## config.mk

```make
export PLATFORM = sky130hd
export DESIGN_NAME = isp_packet_deframer_top
export DESIGN_NICKNAME = d
export VERILOG_FILES = /design/src/rtl/core/ispdf_pkg.sv /design/src/rtl/core/ispdf_parse.sv /design/src/rtl/core/isp_packet_deframer_top.sv
export SDC_FILE = /design/constraint.sdc
export NUM_CORES = 1
export LEC_CHECK = 0
export ABC_AREA = 1
export BUFFER_PORTS_ARGS = -buffer_cell sky130_fd_sc_hd__buf_2
export CAP_MARGIN = 15
export CORE_MARGIN = 8
export CORE_UTILIZATION = 60
export CTS_BUF_LIST = sky130_fd_sc_hd__clkbuf_4 sky130_fd_sc_hd__clkbuf_8
export DETAILED_ROUTE_END_ITERATION = 8
export MAX_ROUTING_LAYER = met4
export PLACE_DENSITY = 0.79
export SKIP_LAST_GASP = 1
export SLEW_MARGIN = 15
export SYNTH_ARGS = -nofsm -noshare
export SYNTH_HDL_FRONTEND = slang
export SYNTH_SLANG_ARGS = --single-unit
```

## constraint.sdc

```tcl
create_clock -name clk -period 2.55 [get_ports clk]
set_clock_uncertainty 0.05 [all_clocks]
set_input_delay 0.1275 -clock clk [delete_from_list [all_inputs] [get_ports clk]]
set_output_delay 0.1275 -clock clk [all_outputs]
set_load 0.005 [all_outputs]
```

## src/rtl/core/ispdf_pkg.sv

```systemverilog
`default_nettype none

package ispdf_pkg;

  localparam logic [7:0]  START_MARK       = 8'h46;
  localparam logic [7:0]  SECOND_MARK      = 8'hB9;
  localparam logic [7:0]  DIR_RESET        = 8'h68;
  localparam logic [15:0] MIN_FRAME_LENGTH = 16'd6;

  typedef enum logic [3:0] {
    PH_HUNT    = 4'd0,
    PH_MARKER  = 4'd1,
    PH_DIR     = 4'd2,
    PH_LEN_HI  = 4'd3,
    PH_LEN_LO  = 4'd4,
    PH_PAYLOAD = 4'd5,
    PH_CK_HI   = 4'd6,
    PH_CK_LO   = 4'd7,
    PH_STOP    = 4'd8
  } phase_t;

  typedef enum logic [1:0] {
    ST_OK        = 2'd0,
    ST_CK_FAIL   = 2'd1,
    ST_SHORT_LEN = 2'd2
  } status_t;

  localparam logic KIND_PAYLOAD = 1'b0;
  localparam logic KIND_STATUS  = 1'b1;

  typedef struct packed {
    logic       item_kind;
    logic [7:0] payload_byte;
    logic [1:0] frame_status;
    logic       marker_warning;
    logic       direction_warning;
  } result_t;

endpackage

`default_nettype wire

```

## src/rtl/core/ispdf_parse.sv

```systemverilog
`default_nettype none

module ispdf_parse import ispdf_pkg::*; (
  input  wire logic       clk,
  input  wire logic       rst_n,
  input  wire logic       fire,
  input  wire logic [7:0] rx_byte,
  input  wire logic [7:0] expected_direction,
  output logic            res_valid,
  output result_t         res
);

  phase_t      phase_r, phase_nxt;
  logic [7:0]  len_hi_r, len_hi_nxt;
  logic [15:0] bytes_left_r, bytes_left_nxt;
  logic [15:0] sum_r, sum_nxt;
  logic [15:0] ck_r, ck_nxt;
  logic [1:0]  warn_r, warn_nxt;
  logic [15:0] frame_length;

  assign frame_length = {len_hi_r, rx_byte};

  always_ff @(posedge clk) begin
    if (!rst_n) begin
      phase_r      <= PH_HUNT;
      len_hi_r     <= '0;
      bytes_left_r <= '0;
      sum_r        <= '0;
      ck_r         <= '0;
      warn_r       <= '0;
    end else if (fire) begin
      phase_r      <= phase_nxt;
      len_hi_r     <= len_hi_nxt;
      bytes_left_r <= bytes_left_nxt;
      sum_r        <= sum_nxt;
      ck_r         <= ck_nxt;
      warn_r       <= warn_nxt;
    end
  end

  always_comb begin
    phase_nxt      = phase_r;
    len_hi_nxt     = len_hi_r;
    bytes_left_nxt = bytes_left_r;
    sum_nxt        = sum_r;
    ck_nxt         = ck_r;
    warn_nxt       = warn_r;
    res_valid      = 1'b0;
    res            = '0;
    res.item_kind  = KIND_STATUS;
    res.marker_warning    = warn_r[0];
    res.direction_warning = warn_r[1];
    case (phase_r)
      PH_MARKER: begin
        if (rx_byte != SECOND_MARK) warn_nxt[0] = 1'b1;
        phase_nxt = PH_DIR;
      end
      PH_DIR: begin
        if (rx_byte != expected_direction) warn_nxt[1] = 1'b1;
        sum_nxt   = {8'd0, rx_byte};
        phase_nxt = PH_LEN_HI;
      end
      PH_LEN_HI: begin
        len_hi_nxt = rx_byte;
        sum_nxt    = sum_r + {8'd0, rx_byte};
        phase_nxt  = PH_LEN_LO;
      end
      PH_LEN_LO: begin
        sum_nxt = sum_r + {8'd0, rx_byte};
        if (frame_length < MIN_FRAME_LENGTH) begin
          phase_nxt        = PH_HUNT;
          res_valid        = 1'b1;
          res.frame_status = ST_SHORT_LEN;
        end else begin
          bytes_left_nxt = frame_length - MIN_FRAME_LENGTH;
          phase_nxt = (frame_length == MIN_FRAME_LENGTH) ? PH_CK_HI : PH_PAYLOAD;
        end
      end
      PH_PAYLOAD: begin
        sum_nxt        = sum_r + {8'd0, rx_byte};
        bytes_left_nxt = bytes_left_r - 16'd1;
        if (bytes_left_r == 16'd1) phase_nxt = PH_CK_HI;
        res_valid = 1'b1;
        res       = '0;
        res.item_kind    = KIND_PAYLOAD;
        res.payload_byte = rx_byte;
      end
      PH_CK_HI: begin
        ck_nxt    = {rx_byte, 8'd0};
        phase_nxt = PH_CK_LO;
      end
      PH_CK_LO: begin
        ck_nxt    = {ck_r[15:8], rx_byte};
        phase_nxt = PH_STOP;
      end
      PH_STOP: begin
        phase_nxt        = PH_HUNT;
        res_valid        = 1'b1;
        res.frame_status = (ck_r == sum_r) ? ST_OK : ST_CK_FAIL;
      end
      default: begin
        // Hunting; any unreachable phase code lands here as well.
        phase_nxt = PH_HUNT;
        if (rx_byte == START_MARK) begin
          warn_nxt  = '0;
          phase_nxt = PH_MARKER;
        end
      end
    endcase
  end

endmodule

`default_nettype wire

```

## src/rtl/core/isp_packet_deframer_top.sv

```systemverilog
// Packet deframer for a byte stream with a 16-bit byte-sum checksum.
// The input channel (in_valid, in_stall, in_rx_byte) takes one received byte
// per request. The block hunts for the start byte, checks the marker and the
// direction byte, reads a big-endian frame length, and forwards each payload
// byte as a result request with out_item_kind low. After the checksum and
// stop bytes it sends one status request with out_item_kind high, carrying
// the frame status and the marker and direction warnings. A frame length
// below six ends the frame early with a length-error status.
// A received byte passes through the input register and the parser into the
// result register, which drives out_valid; one byte can be accepted every
// cycle while out_stall is low, set by the single input register feeding the
// parser and the single result register behind it.
// The configuration channel (cfg_valid, cfg_ready, cfg_expected_direction)
// sets the expected direction byte; cfg_ready is always high.
// Synchronous reset returns the parser to hunting, empties both registers
// and restores the expected direction to 0x68.
// When the receiver raises out_stall the result request holds, the input
// register fills and then in_stall rises; no request is lost.
`default_nettype none

module isp_packet_deframer_top import ispdf_pkg::*; (
  input  wire logic       clk,
  input  wire logic       rst_n,
  input  wire logic       in_valid,
  output logic            in_stall,
  input  wire logic [7:0] in_rx_byte,
  output logic            out_valid,
  input  wire logic       out_stall,
  output logic            out_item_kind,
  output logic [7:0]      out_payload_byte,
  output logic [1:0]      out_frame_status,
  output logic            out_marker_warning,
  output logic            out_direction_warning,
  input  wire logic       cfg_valid,
  output logic            cfg_ready,
  input  wire logic [7:0] cfg_expected_direction
);

  logic       in_vld_r, in_vld_nxt;
  logic [7:0] in_byte_r;
  logic       out_vld_r, out_vld_nxt;
  result_t    out_r;
  logic [7:0] exp_dir_r;
  logic       fire;
  logic       in_accept;
  logic       res_valid;
  result_t    res;

  // The held byte moves on whenever the result register is free or drains.
  assign fire      = in_vld_r && (!out_vld_r || !out_stall);
  assign in_stall  = in_vld_r && !fire;
  assign in_accept = in_valid && !in_stall;
  assign cfg_ready = 1'b1;

  always_comb begin
    in_vld_nxt = in_vld_r;
    if (in_accept) begin
      in_vld_nxt = 1'b1;
    end else if (fire) begin
      in_vld_nxt = 1'b0;
    end
    out_vld_nxt = out_vld_r;
    if (fire) begin
      out_vld_nxt = res_valid;
    end else if (!out_stall) begin
      out_vld_nxt = 1'b0;
    end
  end

  always_ff @(posedge clk) begin
    if (!rst_n) begin
      in_vld_r  <= 1'b0;
      out_vld_r <= 1'b0;
      exp_dir_r <= DIR_RESET;
    end else begin
      in_vld_r  <= in_vld_nxt;
      out_vld_r <= out_vld_nxt;
      if (cfg_valid && cfg_ready) exp_dir_r <= cfg_expected_direction;
    end
  end

  always_ff @(posedge clk) begin
    if (in_accept) in_byte_r <= in_rx_byte;
    if (fire && res_valid) out_r <= res;
  end

  ispdf_parse u_parse (
    .clk                (clk),
    .rst_n              (rst_n),
    .fire               (fire),
    .rx_byte            (in_byte_r),
    .expected_direction (exp_dir_r),
    .res_valid          (res_valid),
    .res                (res)
  );

  assign out_valid             = out_vld_r;
  assign out_item_kind         = out_r.item_kind;
  assign out_payload_byte      = out_r.payload_byte;
  assign out_frame_status      = out_r.frame_status;
  assign out_marker_warning    = out_r.marker_warning;
  assign out_direction_warning = out_r.direction_warning;

  // A payload request carries no status or warnings.
  a_payload_clean: assert property (@(posedge clk) disable iff (!rst_n)
    out_vld_r && out_r.item_kind == KIND_PAYLOAD |->
      out_r.frame_status == ST_OK && !out_r.marker_warning &&
      !out_r.direction_warning)
    else $error("payload request carries status bits");

  // A status request never carries payload data or an undefined code.
  a_status_clean: assert property (@(posedge clk) disable iff (!rst_n)
    out_vld_r && out_r.item_kind == KIND_STATUS |->
      out_r.payload_byte == 8'd0 && out_r.frame_status != 2'd3)
    else $error("malformed status request");

  // The input side only stalls while a byte is held and cannot advance.
  a_stall_cause: assert property (@(posedge clk) disable iff (!rst_n)
    in_stall |-> in_vld_r && out_vld_r && out_stall)
    else $error("input stalled without a blocked result");

  // A byte that cannot move stays in the input register.
  a_hold_byte: assert property (@(posedge clk) disable iff (!rst_n)
    in_vld_r && !fire |=> in_vld_r && $stable(in_byte_r))
    else $error("held input byte lost");

endmodule

`default_nettype wire
```

After elaboration in Yosys (flattened, before gate mapping)
Index checks and enable logic that the tools add are counted.
{"block": "word_totals", "register_bits": 93, "input_bits": 21, "out_inout_bits": 16}
{"block": "op_classes", "addsub": 3, "order_cmp": 1, "eq_ne": 19, "muxes": 24, "bitwise_logic": 3, "reduce_logical": 27}
{"cell": "one-hot mux 16 bit (2 select lines)", "n": 3}
{"cell": "one-hot mux 4 bit (8 select lines)", "n": 1}
{"cell": "adder 16 x 8 -> 16 bit", "n": 1}
{"cell": "equality test 16 x 1 -> 1 bit, second input constant", "n": 1}
{"cell": "equality test 16 bit", "n": 1}
{"cell": "equality test 16 x 3 -> 1 bit, second input constant", "n": 1}
{"cell": "equality test 4 x 3 -> 1 bit, second input constant", "n": 4}
{"cell": "less-than comparator 16 x 3 -> 1 bit, second input constant", "n": 1}
{"cell": "two-way mux 16 bit", "n": 1}
{"cell": "subtractor 16 x 1 -> 16 bit, second input constant", "n": 1}
{"cell": "subtractor 16 x 3 -> 16 bit, second input constant", "n": 1}
{"cell": "OR reduction 7 bit", "n": 2}
{"cell": "nonzero test 2 bit", "n": 6}
{"cell": "two-way mux 1 bit", "n": 9}
{"cell": "two-way mux 9 bit", "n": 1}
{"cell": "equality test 4 x 2 -> 1 bit, second input constant", "n": 2}
{"cell": "equality test 8 x 7 -> 1 bit, second input constant", "n": 1}
{"cell": "two-way mux 4 bit", "n": 2}
{"cell": "inequality test 2 x 1 -> 1 bit, second input constant", "n": 4}
{"cell": "inequality test 8 bit", "n": 1}
{"cell": "inequality test 8 bit, second input constant", "n": 1}
{"cell": "AND reduction 2 bit", "n": 4}
{"cell": "AND reduction 4 bit", "n": 2}
{"cell": "two-way mux 2 bit", "n": 3}
{"cell": "12 further kinds", "n": 23}

Depth between registers and ports, before layout
Gate-level depths: netlist (run 1).
{"block": "logic_depth", "word_depth": 8, "ltp_mapped": 12, "ltp_nobuf": 11}

Cells and area by module
From an unflattened synthesis (run 1), not the netlist that was laid out.
{"block": "hier_totals", "hier_cells": 775, "area_unflattened_um2": 5482.8}
{"mod": "ispdf_parse", "n_inst": 1, "cells_each": 700, "area_each_um2": 4443.0, "seq_area_each_um2": 1241.2}
{"mod": "isp_packet_deframer_top", "n_inst": 1, "cells_each": 75, "area_each_um2": 1039.7, "seq_area_each_um2": 830.8}

Least setup slack after synthesis (run 1)
OpenSTA, ideal clock, no wires.
{"block": "synth_path", "kind": "register -> register", "start": "reg in_byte_r[1]", "end": "reg u_parse.sum_r[10]", "setup_ps": 116, "arrival_ps": 1895, "slack_ps": 489, "path_stages_with_launch": 10, "path_buffers": 1, "synth_period_minus_slack_ps": 2061, "path_cell_list": "edfxtp_1 clkbuf_2 inv_1 fa_1 o21ai_0 nand2_1 nand2_1 nand3_1 o21ai_0 nor2_1"}
{"block": "synth_between", "elab_chain_cells": 2}
{"element": "from (decl)", "line_no": "isp_packet_deframer_top.sv:40", "rtl": "logic [7:0] in_byte_r;"}
{"element": "from (signal assigned)", "line_no": "isp_packet_deframer_top.sv:83", "rtl": "if (in_accept) in_byte_r <= in_rx_byte;"}
{"element": "adder 16 x 8 -> 16 bit", "line_no": "ispdf_parse.sv:65, ispdf_parse.sv:69, ispdf_parse.sv:80"}
{"element": "one-hot mux 16 bit (2 select lines)", "line_no": "ispdf_parse.sv:53", "rtl": "case (phase_r)"}
{"element": "to (signal assigned)", "line_no": "ispdf_parse.sv:35", "rtl": "sum_r <= sum_nxt;"}
{"element": "to (decl)", "line_no": "ispdf_parse.sv:16", "rtl": "logic [15:0] sum_r, sum_nxt;"}
No other way between the ends.
A chain may end at the register's enable or synchronous reset.

Final worst setup path (run 1)
{"block": "layout_path", "start": "reg in_byte_r[0]", "end": "reg u_parse.sum_r[14]"}
Same word-level chain as after synthesis.

==> summary.md, run 1 <==
| Metric | Value |
|---|---|
| Clk pwr share | `36.8%` |
| Final core utilization | `68.8%` |
| Wirelength per Cell | `15.5 um` |
| Diode count | `0` |
| Fin. Hold Viols | `0` |
| Net Count, Synth | `805` |
| Peak Freq | `459 MHz` |
| Sequential share of power | `54.8%` |
| Grt total ovfl | `0` |
| Full die area | `12,400 um^2` |
| Clk sinks | `93` |
| Tcrit/Tclk final | `85.5%` |
| Hold path depth | `3` |
| Core Area | `8760 um^2` |
| Finished Layout Cells | `930` |
| Status | `finished clean` |
| Total Routing Usage GR | `23.9%` |
| Detailed router's first-iteration violation count | `545` |
| Slew headroom | `54.8%` |
| Via density | `5.58` |
| Vias in the first global route | `5,034` |
| Yosys reg bits | `93` |
| Mapped Area | `5440 um^2` |
| H-tree levels | `3` |
| RSZ-0062 raised after global routing | `no` |
| Slew @ Worst Pin | `0.677 ns` |
| R2R setup slack | `0.37 ns` |
| Clock latency on the worst-skew pair | `0.36 ns` |
| Setup CP Type | `reg -> reg` |
| Gate power share | `8.4%` |
| DR DRC count | `0` |
| RR Endpoint | `u_parse.sum_r[14]` |
| Worst Setup SP | `in_byte_r[0]` |
| RR Startpoint | `in_byte_r[0]` |
| CTS tree | `yes` |
| Post-CTS setup buffers | `0` |
| Max Cap Violations | `0` |
| Fraction of the yosys area taken by sequential cells | `38.1%` |
| Largest net degree at the start of global routing | `43` |
| Fin area | `6030 um^2` |
| IO Count | `37` |
| Row count | `34` |
| Worst r2r path cells | `9` |
| Worst hold margin | `0.0403 ns` |
| Dpl cells | `897` |
| DPL Wire Length | `10,400 um` |
| Syn_area_per_cell | `7.04 um^2` |
| Worst setup path end | `u_parse.sum_r[14]` |
| Port buffer count | `35` |
| Cts bufs inserted | `9` |
| P per Cell Area | `471 nW/um^2` |
| Cell-internal power | `0.00208 W` |
| Post-route ant nets | `0` |
| Post-Syn Instances | `772` |
| Ys flop type | `dfxtp_1` |
| CP Data Arrival Time | `2.40 ns` |
| Die W | `111 um` |
| Final Wtd Congestion | `0.943` |
| Most frequent cells in the layout | `nand2_1 (169), nor2_1 (112), dfxtp_1 (72)` |
| First-pass DRT Iterations | `5` |
| Tmin final | `2.18 ns` |
| P&R area growth vs syn | `10.8%` |
| Post-synth EDFFs | `21` |
| Fin. max-slew vios | `0` |
| Layout cells sized above 1 | `11.3%` |
| LEAKAGE | `2.62 nW` |
| Commonest non-fill, non-tap cell in the layout | `nand2_1` |
| # hold bufs at CTS | `17` |
| Crit start category | `register` |
| Hold Crit Class | `in -> reg` |
| Nets@finish | `850` |
| NetSw | `0.000757 W` |
| Worst VDD drop | `0.000417 V` |
| CTS root buf | `clkbuf_8` |
| Yosys cell types | `38` |
| Final setup viols | `0` |
| CP Data Required Time | `2.77 ns` |
| Max Root-Sink Buffers | `2` |
| Worst-path fanout max | `6` |
| Initial antenna violation count | `0` |
| Fillers | `787` |
| Crit end category | `register` |
| Die H | `111 um` |
| Drt total wl | `14,400 um` |
| Switch share | `26.7%` |
| PostCTS Resize Cnt | `0` |
| First-pass GRT wire length | `24,200 um` |
| Starting Density | `62.1%` |
| Reg clk slew, reported paths | `0.11 ns` |
| Final TNS setup | `0 ns` |
| Dpl cell area | `5650 um^2` |
| DR vias | `5,188` |
| Synth warnings | `0` |
| Async SR Flop Fraction | `0%` |
## registers in the layout, summed over array words and instances (netlist names)
| register | count |
|---|---|
| u_parse.phase_r | 4 |
| in_vld_r | 1 |
| u_parse.warn_r | 2 |
| exp_dir_r | 8 |
| u_parse.ck_r | 16 |
| out_direction_warning | 1 |
| u_parse.bytes_left_r | 16 |
| in_byte_r | 8 |
| out_valid | 1 |
| u_parse.len_hi_r | 8 |
| out_payload_byte | 8 |
| u_parse.sum_r | 16 |
| out_marker_warning | 1 |
| out_frame_status | 2 |
| out_item_kind | 1 |
## cell families after synthesis
group           count (synthesis)  share of synthesized area [%]
compound gates                137                           13.5
xor+xnor                       30                           4.83
fa+ha+maj                      12                           2.90
buf+inv                       103                           8.49
flops                          93                           38.1
other cells                     1                         0.0690
simple gates                  396                           32.1
## power by group through the flow
stage          clock [W]  sequential (W)  combinational (W)
6_report         0.00105         0.00156           0.000238
5_1_grt          0.00111         0.00156           0.000262
4_1_cts          0.00105         0.00155           0.000233
3_5_place_dp           0         0.00159           0.000211
3_3_place_gp           0         0.00159           0.000206
2_1_floorplan          0         0.00157           0.000155
## metal layers
metal  GRT usage (%)  part of all wire [%]  up-vias
li1                -                     -     2601
met1            31.0                    45     2355
met2            37.3                    46      201
met3            3.30                   6.6       31
met4            8.18                   2.5        0
met5               -                     0        -
## how the worst min path moves through the flow
stage,from,endpoint,slack (ns)
after floorplan,in_rx_byte[0],in_byte_r[0],0.18
after global placement,in_rx_byte[6],in_byte_r[6],0.25
after detailed placement,in_rx_byte[5],in_byte_r[5],0.26
after CTS,cfg_valid,exp_dir_r[5],0.03
after global routing,cfg_valid,exp_dir_r[5],0.07
final,cfg_valid,exp_dir_r[5],0.04
## synth_stat cells, types with 6 or more instances
master / n / area (um^2)
a21oi_1: 70 / 350
buf_2: 8 / 40.0
buf_6: 7 / 78.8
clkbuf_1: 9 / 33.8
dfxtp_1: 72 / 1440
edfxtp_1: 21 / 631
ha_1: 11 / 138
inv_1: 71 / 267
nand2_1: 169 / 634
nand3_1: 70 / 350
nand4_1: 9 / 56.3
nor2_1: 112 / 420
nor2_2: 8 / 50.1
nor3_1: 9 / 45.0
o21ai_0: 53 / 265
o21ai_1: 6 / 30.0
xnor2_1: 17 / 149
xor2_1: 13 / 114
## layout make-up
cell class	instances	area, um^2	area share [%]
Clock buffer	9	124	2.06
Clock inverter	7	82.6	1.37
Inverter	74	280	4.65
Multi-Input combinational cell	576	2900	48.2
Sequential cell	93	2070	34.4
Tap cell	108	135	2.24
Timing Repair Buffer	63	428	7.10
## critical path: stages, from the launching register on
cell,delay (ns)
edfxtp_1,0.48
ha_1,0.25
inv_1,0.07
fa_1,0.40
o21ai_0,0.25
nand2_1,0.08
nand2_1,0.15
nand3_1,0.11
o21ai_0,0.18
nor2_1,0.06
## through the flow
stage / total power [W] / setup slack [ns]
after floorplan: 0.00172 / 0.489
after global placement: 0.00179 / 0.497
after detailed placement: 0.00180 / 0.421
after CTS: 0.00284 / 0.394
after global routing: 0.00293 / 0.156
final: 0.00284 / 0.369
No activity file was read; power rests on OpenSTA's default activity.
==> run 2: changes to the inputs <==
==> constraint.sdc (replaced) <==
create_clock -name clk -period 2.1 [get_ports clk]
set_clock_uncertainty 0.05 [all_clocks]
set_input_delay 0.105 -clock clk [delete_from_list [all_inputs] [get_ports clk]]
set_output_delay 0.105 -clock clk [all_outputs]
set_load 0.005 [all_outputs]
==> run 2 against run 1 <==
Clock power rose by 33%. Setup slack got worse by 0.26 ns. Critical path depth did not move. Sequential share of layout area fell by 1.1 points. Largest cell class unchanged. Final cell count rose by 2.2%. Core utilization rose by 2.3 points. Critical path type unchanged.
==> summary.md, run 2 (synthesis results as in run 1) <==
| Metric | Value |
|---|---|
| DR vias | `5,306` |
| Clk sinks | `93` |
| Setup CP Type | `reg -> reg` |
| DR DRC count | `0` |
| Final setup viols | `0` |
| Cell-internal power | `0.00267 W` |
| Fin. max-slew vios | `0` |
| Fin area | `6230 um^2` |
| Most frequent cells in the layout | `nand2_1 (169), nor2_1 (112), dfxtp_1 (72)` |
| Hold path depth | `3` |
| Tcrit/Tclk final | `94.6%` |
| Drt total wl | `14,700 um` |
| Critical path, cell by cell | `ha_1, inv_1, fa_1, o21ai_2, nand2_1, nand2_1, nand3_1, o21ai_0, nor2_1` |
| LEAKAGE | `2.73 nW` |
| DPL Wire Length | `10,800 um` |
| Clock latency on the worst-skew pair | `0.38 ns` |
| Core Area | `8760 um^2` |
| Worst r2r path cells | `9` |
| Final Wtd Congestion | `0.930` |
| Grt total ovfl | `0` |
| Post-CTS setup buffers | `0` |
| Dpl cell area | `5790 um^2` |
| IO Count | `37` |
| Wirelength per Cell | `15.5 um` |
| RSZ-0062 raised after global routing | `no` |
| Hold Crit Class | `in -> reg` |
| Crit-path slowest cell | `fa_1` |
| CP Data Required Time | `2.32 ns` |
| RR Endpoint | `u_parse.sum_r[10]` |
| CTS root buf | `clkbuf_8` |
| Crit end category | `register` |
| Die W | `111 um` |
| Clk pwr share | `38.9%` |
| Row count | `34` |
| Cts bufs inserted | `9` |
| Hold path startpoint | `cfg_valid` |
| Tmin final | `1.99 ns` |
| Switch share | `25.9%` |
| Top Registers | `u_parse.bytes_left_r x16, u_parse.ck_r x16, u_parse.sum_r x16` |
| Reg clk slew, reported paths | `0.10 ns` |
| CTS tree | `yes` |
| Peak Freq | `503 MHz` |
| P&R area growth vs syn | `14.5%` |
| Total Routing Usage GR | `24.0%` |
| Fin. Hold Viols | `0` |
| Starting Density | `62.1%` |
| Final TNS setup | `0 ns` |
| Largest net degree at the start of global routing | `32` |
| Port buffer count | `35` |
| First-pass GRT wire length | `23,800 um` |
| First-pass DRT Iterations | `6` |
| H-tree levels | `3` |
| Status | `finished clean` |
| RR Startpoint | `u_parse.sum_r[0]` |
| Initial antenna violation count | `0` |
| Worst-path fanout max | `5` |
| Commonest non-fill, non-tap cell in the layout | `nand2_1` |
| Via density | `5.59` |
| Max Cap Violations | `0` |
| Sequential share of power | `52.2%` |
| CP Data Arrival Time | `2.21 ns` |
| Final core utilization | `71.0%` |
| Crit start category | `register` |
| Vias in the first global route | `4,889` |
| P per Cell Area | `578 nW/um^2` |
| Layout cells sized above 1 | `13.3%` |
| Diode count | `0` |
| Pwr Total | `0.00360 W` |
| Gate power share | `8.9%` |
| NetSw | `0.000934 W` |
| Cell mode on critical path | `nand2_1` |
| Max Root-Sink Buffers | `2` |
| Detailed router's first-iteration violation count | `440` |
| Full die area | `12,400 um^2` |
| Die H | `111 um` |
| Post-route ant nets | `0` |
| Nets@finish | `870` |
| Worst VDD drop | `0.000435 V` |
| Max incr delay on CP | `0.44 ns` |
| Worst Hold Endpoint | `exp_dir_r[0]` |
| R2R setup slack | `0.11 ns` |
-- run 2: what timing repair did --
action | CTS | global route
endpoints found under the setup margin | 0 | 6
gates resized for setup | 0 | 4
hold buffers | 20 | 0
endpoints found under the hold margin | 17 | 0
-- run 2: how the worst max path moves through the flow --
stage / startpoint / endpoint / slack, ns / cells after the start
global route: in_byte_r[1] / u_parse.bytes_left_r[5] / 0.003 / 9
global placement: in_byte_r[2] / u_parse.sum_r[14] / 0.15 / 8
floorplan: in_byte_r[1] / u_parse.sum_r[10] / 0.04 / 9
detailed placement: u_parse.sum_r[0] / u_parse.sum_r[10] / 0.11 / 9
finish: u_parse.sum_r[0] / u_parse.sum_r[10] / 0.11 / 9
CTS: u_parse.sum_r[0] / u_parse.sum_r[10] / 0.02 / 9
-- run 2: area by class of cell --
type | instances | area (um^2)
clock buffer | 9 | 124
clock inverter | 7 | 105
fill | 765 | 2540
inverter | 74 | 280
multi-input combinational | 576 | 2910
sequential | 93 | 2070
tap | 108 | 135
timing repair buffer | 83 | 598
-- run 2: metrics by stage --
step	cells	hold WS (ns)	setup slack, ns
final	950	0.0232	0.113
after global routing	950	0.0424	0.00303
after CTS	950	0.0184	0.0235
after detailed placement	914	0.236	0.110
after global placement	914	0.233	0.155
after floorplan	772	0.154	0.0393
-- run 2: power groups by stage --
| stage | sequential (W) | combinational (W) | clock, W |
|---|---|---|---|
| final | 0.00188 | 0.000320 | 0.00140 |
| after global routing | 0.00188 | 0.000347 | 0.00149 |
| after CTS | 0.00188 | 0.000313 | 0.00142 |
| after detailed placement | 0.00192 | 0.000282 | 0 |
| after global placement | 0.00192 | 0.000277 | 0 |
| after floorplan | 0.00191 | 0.000188 | 0 |
-- run 2: layer usage --
layer	routed length, um	up-vias	GRT usage [%]
met4	271	0	7.29
met5	0	-	-
met1	6360	2417	29.7
li1	-	2646	-
met2	7040	219	38.4
met3	1080	24	5.09
-- run 2: critical path: cells and delay by family, from the launching register on --
family,cells,cell delay [ns]
adder cells (fa/ha/maj),2,0.64
flip-flops,1,0.40
AO/OA/AOI/OAI,2,0.37
AND/OR/NAND/NOR,4,0.37
buffers and inverters,1,0.06
